File: src/hw/rtl/srtt_pkg.sv
// ----------------------------------------------------------------------------
// srtt_pkg
// Shared types, codes and mask helpers for the shadow register taint tracker.
// ----------------------------------------------------------------------------
package srtt_pkg;

  localparam int unsigned NumRegsDef  = 16;
  localparam int unsigned StackRegDef = 4;
  localparam int unsigned FrameRegDef = 5;
  localparam logic [63:0] Lower32Mask = 64'h0000_0000_ffff_ffff;

  typedef enum logic [3:0] {
    OP_COPY      = 4'd0,
    OP_CHECK     = 4'd1,
    OP_LOAD      = 4'd2,
    OP_CHKFLAGS  = 4'd3,
    OP_SETFLAGS  = 4'd4,
    OP_INITSTACK = 4'd5,
    OP_STORE     = 4'd6,
    OP_QREG      = 4'd7,
    OP_QREGREG   = 4'd8,
    OP_QREGMEM   = 4'd9,
    OP_SETRANGE  = 4'd10,
    OP_CLRUPPER  = 4'd11,
    OP_ORRR      = 4'd12,
    OP_ORRM      = 4'd13,
    OP_ORMR      = 4'd14,
    OP_NOP       = 4'd15
  } srtt_op_e;

  typedef enum logic [2:0] {
    W_BYTE  = 3'd0,
    W_HIGH  = 3'd1,
    W_WORD  = 3'd2,
    W_DWORD = 3'd3,
    W_QWORD = 3'd4
  } srtt_width_e;

  typedef enum logic [1:0] {
    ST_IDLE = 2'd0,
    ST_READ = 2'd1,
    ST_EXEC = 2'd2,
    ST_OUT  = 2'd3
  } srtt_state_e;

  // controller to datapath
  typedef struct packed {
    logic capture;  // latch the request
    logic execute;  // compute result and write back
  } srtt_cmd_t;

  // Length mask for a width code; codes above qword act as qword.
  function automatic logic [63:0] len_mask(input logic [2:0] c);
    logic [63:0] m;
    case (c)
      W_BYTE, W_HIGH: m = 64'hff;
      W_WORD:         m = 64'hffff;
      W_DWORD:        m = Lower32Mask;
      default:        m = '1;
    endcase
    return m;
  endfunction

  function automatic logic [5:0] offs(input logic [2:0] c);
    return (c == W_HIGH) ? 6'd8 : 6'd0;
  endfunction

  function automatic logic [3:0] nbytes(input logic [2:0] c);
    logic [3:0] n;
    case (c)
      W_BYTE, W_HIGH: n = 4'd1;
      W_WORD:         n = 4'd2;
      W_DWORD:        n = 4'd4;
      default:        n = 4'd8;
    endcase
    return n;
  endfunction

  function automatic logic [63:0] range_mask(input logic [2:0] c);
    return len_mask(c) << offs(c);
  endfunction

  function automatic logic [63:0] ext(input logic [63:0] v, input logic [2:0] c);
    return (v >> offs(c)) & len_mask(c);
  endfunction

endpackage

File: src/hw/rtl/srtt_ctrl.sv
// ----------------------------------------------------------------------------
// srtt_ctrl
// Sequencer: accept a request, read the shadows, execute, hold the result.
// ----------------------------------------------------------------------------
module srtt_ctrl
  import srtt_pkg::*;
(
  input  logic      clk_i,
  input  logic      rst_ni,
  input  logic      in_valid_i,
  output logic      in_ready_o,
  output logic      out_valid_o,
  input  logic      out_ready_i,
  output srtt_cmd_t cmd_o
);

  srtt_state_e state_q, state_d;

  // state register
  always_ff @(posedge clk_i or negedge rst_ni) begin
    if (!rst_ni) begin
      state_q <= ST_IDLE;
    end else begin
      state_q <= state_d;
    end
  end

  // next state and commands
  always_comb begin
    state_d       = state_q;
    in_ready_o    = 1'b0;
    out_valid_o   = 1'b0;
    cmd_o.capture = 1'b0;
    cmd_o.execute = 1'b0;
    unique case (state_q)
      ST_IDLE: begin
        in_ready_o = 1'b1;
        if (in_valid_i) begin
          cmd_o.capture = 1'b1;
          state_d       = ST_READ;
        end
      end
      ST_READ: state_d = ST_EXEC;
      ST_EXEC: begin
        cmd_o.execute = 1'b1;
        state_d       = ST_OUT;
      end
      ST_OUT: begin
        out_valid_o = 1'b1;
        if (out_ready_i) state_d = ST_IDLE;
      end
      default: state_d = ST_IDLE;
    endcase
  end

`ifndef SYNTHESIS
  a_exec_after_read: assert property (@(posedge clk_i) disable iff (!rst_ni)
    state_q == ST_READ |=> cmd_o.execute) else $error("execute did not follow read");
  a_no_accept_busy: assert property (@(posedge clk_i) disable iff (!rst_ni)
    out_valid_o |-> !in_ready_o) else $error("accept while result pending");
  a_out_after_exec: assert property (@(posedge clk_i) disable iff (!rst_ni)
    cmd_o.execute |=> out_valid_o) else $error("no result after execute");
`endif

endmodule

File: src/hw/rtl/srtt_datapath.sv
// ----------------------------------------------------------------------------
// srtt_datapath
// Shadow register file, flags bit and the operation logic.
// ----------------------------------------------------------------------------
module srtt_datapath
  import srtt_pkg::*;
#(
  parameter int unsigned NumRegs  = NumRegsDef,
  parameter int unsigned StackReg = StackRegDef,
  parameter int unsigned FrameReg = FrameRegDef
) (
  input  logic        clk_i,
  input  logic        rst_ni,
  input  srtt_cmd_t   cmd_i,
  input  logic [3:0]  opcode_i,
  input  logic [3:0]  dest_reg_i,
  input  logic [2:0]  dest_width_i,
  input  logic [3:0]  src_reg_i,
  input  logic [2:0]  src_width_i,
  input  logic [63:0] mem_shadow_i,
  input  logic        is_app_address_i,
  input  logic        flag_value_i,
  output logic        warning_o,
  output logic        fully_defined_o,
  output logic [63:0] mem_shadow_out_o,
  output logic        mem_write_o,
  output logic [3:0]  mem_byte_count_o
);

  localparam int unsigned IdxW = (NumRegs > 1) ? $clog2(NumRegs) : 1;
  localparam logic [IdxW-1:0] StackIdx = IdxW'(StackReg % NumRegs);
  localparam logic [IdxW-1:0] FrameIdx = IdxW'(FrameReg % NumRegs);

  logic [63:0]     regs_q [NumRegs];
  logic [NumRegs-1:0] vld_q;
  logic            flags_q;

  srtt_op_e        op_q;
  logic [IdxW-1:0] d_q, s_q;
  logic [2:0]      dc_q, sc_q;
  logic [63:0]     mem_q;
  logic            app_q, fv_q;
  logic [63:0]     dv_q, sv_q;

  logic            warn_q, fully_q, mwr_q;
  logic [63:0]     mout_q;
  logic [3:0]      mcnt_q;

  // register index wraps modulo the register count (compare and subtract)
  function automatic logic [IdxW-1:0] ridx(input logic [3:0] r);
    logic [4:0] v;
    v = {1'b0, r};
    for (int i = 0; i < 8; i++) begin
      if (32'(v) >= NumRegs) v = v - 5'(NumRegs);
    end
    return IdxW'(v);
  endfunction

  // capture request fields
  always_ff @(posedge clk_i) begin
    if (cmd_i.capture) begin
      op_q  <= srtt_op_e'(opcode_i);
      d_q   <= ridx(dest_reg_i);
      s_q   <= ridx(src_reg_i);
      dc_q  <= (dest_width_i > W_QWORD) ? W_QWORD : dest_width_i;
      sc_q  <= (src_width_i > W_QWORD) ? W_QWORD : src_width_i;
      mem_q <= mem_shadow_i;
      app_q <= is_app_address_i;
      fv_q  <= flag_value_i;
    end
  end

  // read stage: fetch both operand shadows (unwritten entries read all ones)
  always_ff @(posedge clk_i) begin
    dv_q <= vld_q[d_q] ? regs_q[d_q] : '1;
    sv_q <= vld_q[s_q] ? regs_q[s_q] : '1;
  end

  // execute
  logic [63:0] lm, rmd, rms, nv, sx, mm;
  logic        wr_en, wr_fl, fl_val, warn_d, fully_d, mwr_d, ist;
  logic [63:0] mout_d;
  logic [3:0]  mcnt_d;

  always_comb begin
    lm      = len_mask(dc_q);
    rmd     = range_mask(dc_q);
    rms     = range_mask(sc_q);
    sx      = ext(sv_q, sc_q);
    mm      = mem_q & lm;
    nv      = dv_q;
    wr_en   = 1'b0;
    wr_fl   = 1'b0;
    fl_val  = 1'b0;
    warn_d  = 1'b0;
    fully_d = 1'b0;
    mout_d  = '0;
    mwr_d   = 1'b0;
    mcnt_d  = '0;
    ist     = 1'b0;
    case (op_q)
      OP_COPY: begin
        nv    = (dv_q & ~rmd) | (((sv_q >> offs(sc_q)) & lm) << offs(dc_q));
        wr_en = 1'b1;
      end
      OP_CHECK:    warn_d = |(dv_q & rmd);
      OP_LOAD: begin
        nv    = (dv_q & ~rmd) | (mm << offs(dc_q));
        wr_en = app_q;
      end
      OP_CHKFLAGS: warn_d = !flags_q;
      OP_SETFLAGS: begin
        wr_fl  = 1'b1;
        fl_val = fv_q;
      end
      OP_INITSTACK: ist = 1'b1;
      OP_STORE: begin
        mout_d = ext(dv_q, dc_q);
        mwr_d  = 1'b1;
        mcnt_d = nbytes(dc_q);
      end
      OP_QREG:     fully_d = ~|(dv_q & rmd);
      OP_QREGREG: begin
        if (dc_q == W_HIGH || sc_q == W_HIGH) begin
          fully_d = ~|(dv_q & rmd) && ~|(sv_q & rms);
        end else begin
          fully_d = ~|((dv_q | sv_q) & lm);
        end
      end
      OP_QREGMEM:  fully_d = ~|mm && ~|(dv_q & rmd);
      OP_SETRANGE: begin
        nv    = fv_q ? (dv_q & ~rmd) : (dv_q | rmd);
        wr_en = 1'b1;
      end
      OP_CLRUPPER: begin
        nv    = dv_q & Lower32Mask;
        wr_en = 1'b1;
      end
      OP_ORRR, OP_ORRM: begin
        if (dc_q == W_QWORD) begin
          nv = dv_q | ((op_q == OP_ORRR) ? sx : mm);
        end else if (dc_q == W_DWORD) begin
          nv = (dv_q | ((op_q == OP_ORRR) ? sx : mm)) & Lower32Mask;
        end else begin
          nv = dv_q | ((((op_q == OP_ORRR) ? sx : mm) & lm) << offs(dc_q));
        end
        wr_en  = 1'b1;
        wr_fl  = 1'b1;
        fl_val = ~|nv;
      end
      OP_ORMR: begin
        mout_d = mm | ext(dv_q, dc_q);
        mwr_d  = 1'b1;
        mcnt_d = nbytes(dc_q);
        wr_fl  = 1'b1;
        fl_val = ~|mout_d;
      end
      default: ;
    endcase
  end

  // register file and valid bits
  always_ff @(posedge clk_i or negedge rst_ni) begin
    if (!rst_ni) begin
      vld_q   <= '0;
      flags_q <= 1'b1;
    end else if (cmd_i.execute) begin
      if (wr_fl) flags_q <= fl_val;
      if (wr_en) vld_q[d_q] <= 1'b1;
      if (ist) begin
        vld_q[StackIdx] <= 1'b1;
        vld_q[FrameIdx] <= 1'b1;
      end
    end
  end

  always_ff @(posedge clk_i) begin
    if (cmd_i.execute) begin
      if (wr_en) regs_q[d_q] <= nv;
      if (ist) begin
        regs_q[StackIdx] <= '0;
        regs_q[FrameIdx] <= '0;
      end
    end
  end

  // result register
  always_ff @(posedge clk_i) begin
    if (cmd_i.execute) begin
      warn_q  <= warn_d;
      fully_q <= fully_d;
      mout_q  <= mout_d;
      mwr_q   <= mwr_d;
      mcnt_q  <= mcnt_d;
    end
  end

  assign warning_o        = warn_q;
  assign fully_defined_o  = fully_q;
  assign mem_shadow_out_o = mout_q;
  assign mem_write_o      = mwr_q;
  assign mem_byte_count_o = mcnt_q;

`ifndef SYNTHESIS
  a_initstack_valid: assert property (@(posedge clk_i) disable iff (!rst_ni)
    cmd_i.execute && ist |=> vld_q[StackIdx] && vld_q[FrameIdx])
    else $error("init stack left registers invalid");
  a_setflags: assert property (@(posedge clk_i) disable iff (!rst_ni)
    cmd_i.execute && op_q == OP_SETFLAGS |=> flags_q == $past(fv_q))
    else $error("flags not written");
  a_write_count: assert property (@(posedge clk_i) disable iff (!rst_ni)
    cmd_i.execute && !mwr_d |=> mcnt_q == 4'd0)
    else $error("byte count without write");
`endif

endmodule

File: src/hw/rtl/shadow_register_taint_tracker_core.sv
// ----------------------------------------------------------------------------
// shadow_register_taint_tracker_core
// Tracks undefined-bit shadows of the register file and a flags bit.
// ----------------------------------------------------------------------------
//  channel | handshake          | payload
//  in      | in_valid_i/ready_o | opcode_i .. flag_value_i
//  out     | out_valid_o/ready_i| warning_o .. mem_byte_count_o
//
// Each request passes through accept and capture, shadow read and execute,
// then the result is offered from the output register; the next request is
// accepted in the cycle after the result leaves.
// One request is in flight at a time; the register file read is registered.
// Reset sets all shadows to undefined and the flags bit to defined.
// A stalled output holds the result and blocks the next request.
module shadow_register_taint_tracker_core
  import srtt_pkg::*;
#(
  parameter int unsigned NumRegs  = NumRegsDef,
  parameter int unsigned StackReg = StackRegDef,
  parameter int unsigned FrameReg = FrameRegDef
) (
  input  logic        clk_i,
  input  logic        rst_ni,
  input  logic        in_valid_i,
  output logic        in_ready_o,
  input  logic [3:0]  opcode_i,
  input  logic [3:0]  dest_reg_i,
  input  logic [2:0]  dest_width_i,
  input  logic [3:0]  src_reg_i,
  input  logic [2:0]  src_width_i,
  input  logic [63:0] mem_shadow_i,
  input  logic        is_app_address_i,
  input  logic        flag_value_i,
  output logic        out_valid_o,
  input  logic        out_ready_i,
  output logic        warning_o,
  output logic        fully_defined_o,
  output logic [63:0] mem_shadow_out_o,
  output logic        mem_write_o,
  output logic [3:0]  mem_byte_count_o
);

  srtt_cmd_t cmd;

  srtt_ctrl u_ctrl (
    .clk_i,
    .rst_ni,
    .in_valid_i,
    .in_ready_o,
    .out_valid_o,
    .out_ready_i,
    .cmd_o (cmd)
  );

  srtt_datapath #(
    .NumRegs  (NumRegs),
    .StackReg (StackReg),
    .FrameReg (FrameReg)
  ) u_dp (
    .clk_i,
    .rst_ni,
    .cmd_i (cmd),
    .opcode_i,
    .dest_reg_i,
    .dest_width_i,
    .src_reg_i,
    .src_width_i,
    .mem_shadow_i,
    .is_app_address_i,
    .flag_value_i,
    .warning_o,
    .fully_defined_o,
    .mem_shadow_out_o,
    .mem_write_o,
    .mem_byte_count_o
  );

endmodule

File: config.mk
export PLATFORM = sky130hd
export DESIGN_NAME = shadow_register_taint_tracker_core
export DESIGN_NICKNAME = d
export VERILOG_FILES = /design/src/hw/rtl/srtt_pkg.sv /design/src/hw/rtl/srtt_ctrl.sv /design/src/hw/rtl/srtt_datapath.sv /design/src/hw/rtl/shadow_register_taint_tracker_core.sv
export SDC_FILE = /design/constraint.sdc
export NUM_CORES = 2
export LEC_CHECK = 0
export ABC_AREA = 0
export BUFFER_PORTS_ARGS = -buffer_cell sky130_fd_sc_hd__buf_2
export CAP_MARGIN = 20
export CORE_MARGIN = 4
export CORE_UTILIZATION = 30
export CTS_CLUSTER_SIZE = 14
export DETAILED_ROUTE_END_ITERATION = 8
export GPL_ROUTABILITY_DRIVEN = 1
export PLACE_DENSITY = 0.54
export SYNTH_ARGS = -nofsm -noshare
export SYNTH_HDL_FRONTEND = slang
export SYNTH_SLANG_ARGS = --single-unit
File: constraint.sdc
create_clock -name clk_i -period 11.07 [get_ports clk_i]
set_input_delay 0.5535 -clock clk_i [delete_from_list [all_inputs] [get_ports clk_i]]
set_output_delay 0.5535 -clock clk_i [all_outputs]
set_load 0.01 [all_outputs]
==> impl_metrics.csv <==
group,metric,value,unit
timing,hold_violations,0,
placement,dp_slack,6.498,ns
setup_path,endpoint,"u_dp.regs_q[8][20]$_DFFE_PP_",
setup_path,path_cells,"buf_4 -> buf_4 -> and3b_1 -> buf_4 -> o21ai_0 -> or3_1 -> nor3_2 -> buf_4 -> buf_4",
timing,min_period_over_period,42.29,%
finish,multi_input_area,0.02310,mm2
finish,n_fill_cell,19400,
finish,final_cell_mix,"edfxtp_1, mux4_2, nor2_1, dfxtp_1, nand2_1",
setup_path,path_class,"reg -> reg",
logic_synthesis,synth_edf_count,1051,
logic_synthesis,yosysWarnings,0,
pwr,p_int,11.63,mW
timing,setup-violations-final,0,
pwr,comb_power_share,25.9,%
placement,post-dp-hpwl,128300,um
floorplan,initial_core_util,30.12,%
finish,ff_latch_area,0.03716,mm2
setup_path,r2r_start,"u_dp.op_q[3]$_DFFE_PP_",
finish,area_delta_synth_final,16.39,%
floorplan,io_pins,161,
logic_synthesis,synth_seq_area_share,60.37,%
setup_path,crit_arrival,5.07,ns
global_route,grt_start_max_net_pins,99,
timing,max_freq,0.2136,GHz
finish,nNetsFinal,4125,
setup_path,crit_path_top_delay_cell,"buf_4",
setup_path,crit_family,"buffers and inverters",
setup_path,crit_cells,9,
setup_path,startpoint,"u_dp.op_q[3]$_DFFE_PP_",
global_route,grt_overflow,0,
run_status,status,"completed",
timing,drv_slew,0,
clock_tree,postCtsSetupBuffers,0,
placement,io_buffers,160,
global_route,grt_pass1_vias,39900,
clock_tree,cts_inserted_buffers,152,
setup_path,reg2regPathDepth,9,
job,cap_viol_max_count,0,
pwr,switching_share,32.77,%
timing,fin_ws,6.389,ns
pwr,net-switching-power,5.667,mW
drt,drc_errors,0,
logic_synthesis,postSynthCellCount,3828,
finish,drive_gt1_share,29.67,%
global_route,grt_first_pass_wirelength,299600,um
floorplan,die_area,0.2125,mm2
setup_path,max_stage_delay,0.80,ns
timing,setup_tns,0,ns
setup_path,required,11.46,ns
logic_synthesis,syn_area_per_cell,16.08,um2
drt,via_count,39190,
clock_tree,clk_pin_slew_worst_paths,0.06,ns
hold_path,hold_class,"in -> reg",
floorplan,die_w,461.0,um
global_route,grtUsageTotal,19.58,%
setup_path,cpMostUsedCell,"buf_4",
clock_tree,cts_tree,"done",
pwr,p_per_area,241.4,mW/mm2
timing,min_period,4.681,ns
setup_path,cp-end-kind,"flop",
drt,drt-initial-drc-count,4360,
pwr,seq_power_share,44.0,%
drt,drt-total-wl,210800,um
clock_tree,cts_sinks,1326,
floorplan,rows,166,
clock_tree,clock_path_buffers,3,
floorplan,die_height,461.0,um
drt,ant_nets,0,
timing,finClkSkew,0.03394,ns
pwr,peakVddDrop,0.1768,mV
clock_tree,clkLatencyLatePin,0.80,ns
setup_path,cp_max_fo,48,
setup_path,crit_buf_inv,5,
logic_synthesis,syn_nets,3919,
logic_synthesis,synth_cell_type_count,77,
drt,post_drt_via_cell_ratio,5.717,
timing,relSlewSlack,20.26,%
timing,tightest_slew,1.193,ns
global_route,antenna_found_initial,11,
pwr,clkPwrFrac,30.1,%
drt,first_pass_iters,6,
setup_path,reg2reg_to,"u_dp.regs_q[8][20]$_DFFE_PP_",
setup_path,worst_setup_path_start_kind,"flop",
finish,final_common_cell,"edfxtp_1",
pwr,fin_total_pwr,17.30,mW
clock_tree,cts_resized,0,
setup_path,r2r_setup_slack,6.39,ns
pwr,leakage,23.43,nW
clock_tree,cts-root-buf,"clkbuf_16",
drt,routedWlPerCell,30.75,um
logic_synthesis,netlist_area,0.06155,mm2
timing,grt_setup_unrepaired,"no",
logic_synthesis,synthFlopType,"edfxtp_1",
logic_synthesis,async_flop_share,1.433,%
clock_tree,htree_num_levels,4,
placement,routabilityCongestion,0.9276,
floorplan,fp.coreArea,0.2044,mm2
logic_synthesis,ys_seq_elements,1326,
## kinds of logic after synthesis
group	share of synthesized area, %
multiplexers	24.35
AO/OA/AOI/OAI	5.974
AND/OR/NAND/NOR	6.858
flip-flops	60.37
buffers and inverters	2.382
adder cells (fa/ha/maj)	0.06099
## cell type report
type,count,share of cell area [%]
Timing Repair Buffer,356,3.533
Sequential cell,1326,51.87
Antenna cell,1,0.003493
Clock inverter,69,1.181
Tap cell,2688,4.694
Multi-Input combinational cell,2133,32.25
Inverter,65,0.3475
Clock buffer,217,6.121
## stage by stage
| step | hold slack, ns | cells | cell area (um2) | utilization (%) |
|---|---|---|---|---|
| 2_1_floorplan | 0.2579 | 3828 | 61550 | - |
| 3_3_place_gp | 0.4553 | 6485 | 65590 | 32.09 |
| 3_5_place_dp | 0.4591 | 6488 | 65620 | 32.11 |
| 4_1_cts | 0.001232 | 6851 | 71620 | 35.04 |
| 5_1_grt | 0.01488 | 6854 | 71640 | 35.05 |
| 6_report | 0.05456 | 6855 | 71640 | 35.05 |
## Yosys cell counts (46+ instances only)
library cell | n | area share, %
clkbuf_1 | 193 | 1.2
edfxtp_1 | 1051 | 51
mux4_2 | 650 | 24
o21ai_0 | 107 | 0.87
dfxtp_1 | 256 | 8.3
a21oi_1 | 205 | 1.7
nor4_1 | 46 | 0.47
inv_1 | 64 | 0.39
a211oi_1 | 69 | 0.84
nor2_1 | 268 | 1.6
nand2_1 | 217 | 1.3
buf_1 | 74 | 0.45
nand2b_1 | 145 | 1.5
## metal layers
metal  routed length, um  track usage (%)
met5                  26                0
met4               12610            10.48
met3               16180            3.501
met2               99960            31.42
met1               82010            25.33
## power by group through the flow
stage	clock network (mW)	registers [mW]	logic (mW)
floorplan	0	7.24	2.95
global placement	0	7.66	4.39
detailed placement	0	7.66	4.45
CTS	5.31	7.57	4.49
global route	5.53	7.64	4.81
finish	5.21	7.61	4.48
## sequential cells by signal, summed over array words and instances (netlist names), 2 cells and up
name	count
u_ctrl.state_q	2
u_dp.regs_q	1024
u_dp.mem_shadow_out_o	64
u_dp.d_q	4
u_dp.sv_q	64
u_dp.s_q	4
u_dp.mem_byte_count_o	4
u_dp.dv_q	64
u_dp.dc_q	3
u_dp.op_q	4
u_dp.sc_q	3
u_dp.mem_q	64
u_dp.vld_q	16
## worst min-delay path by stage
stage	from	end	slack, ns	depth (start not counted)
floorplan	rst_ni	u_ctrl.state_q[0]$_DFFE_PN0P_	0.26	0
global placement	u_dp.regs_q[5][59]$_SDFFE_PP0P_	u_dp.regs_q[5][59]$_SDFFE_PP0P_	0.46	2
detailed placement	u_dp.regs_q[4][6]$_SDFFE_PP0P_	u_dp.regs_q[4][6]$_SDFFE_PP0P_	0.46	2
CTS	dest_reg_i[0]	u_dp.d_q[0]$_DFFE_PP_	0.001	1
global route	dest_reg_i[0]	u_dp.d_q[0]$_DFFE_PP_	0.01	1
finish	dest_width_i[2]	u_dp.dc_q[2]$_SDFFCE_PN1P_	0.05	1
## repair_timing
item                                    in CTS  in global routing
endpoints found under the setup margin       0                  0
endpoints found under the hold margin       94                  0
hold buffers                                77                  0
Power figures use the tool's default switching activity.
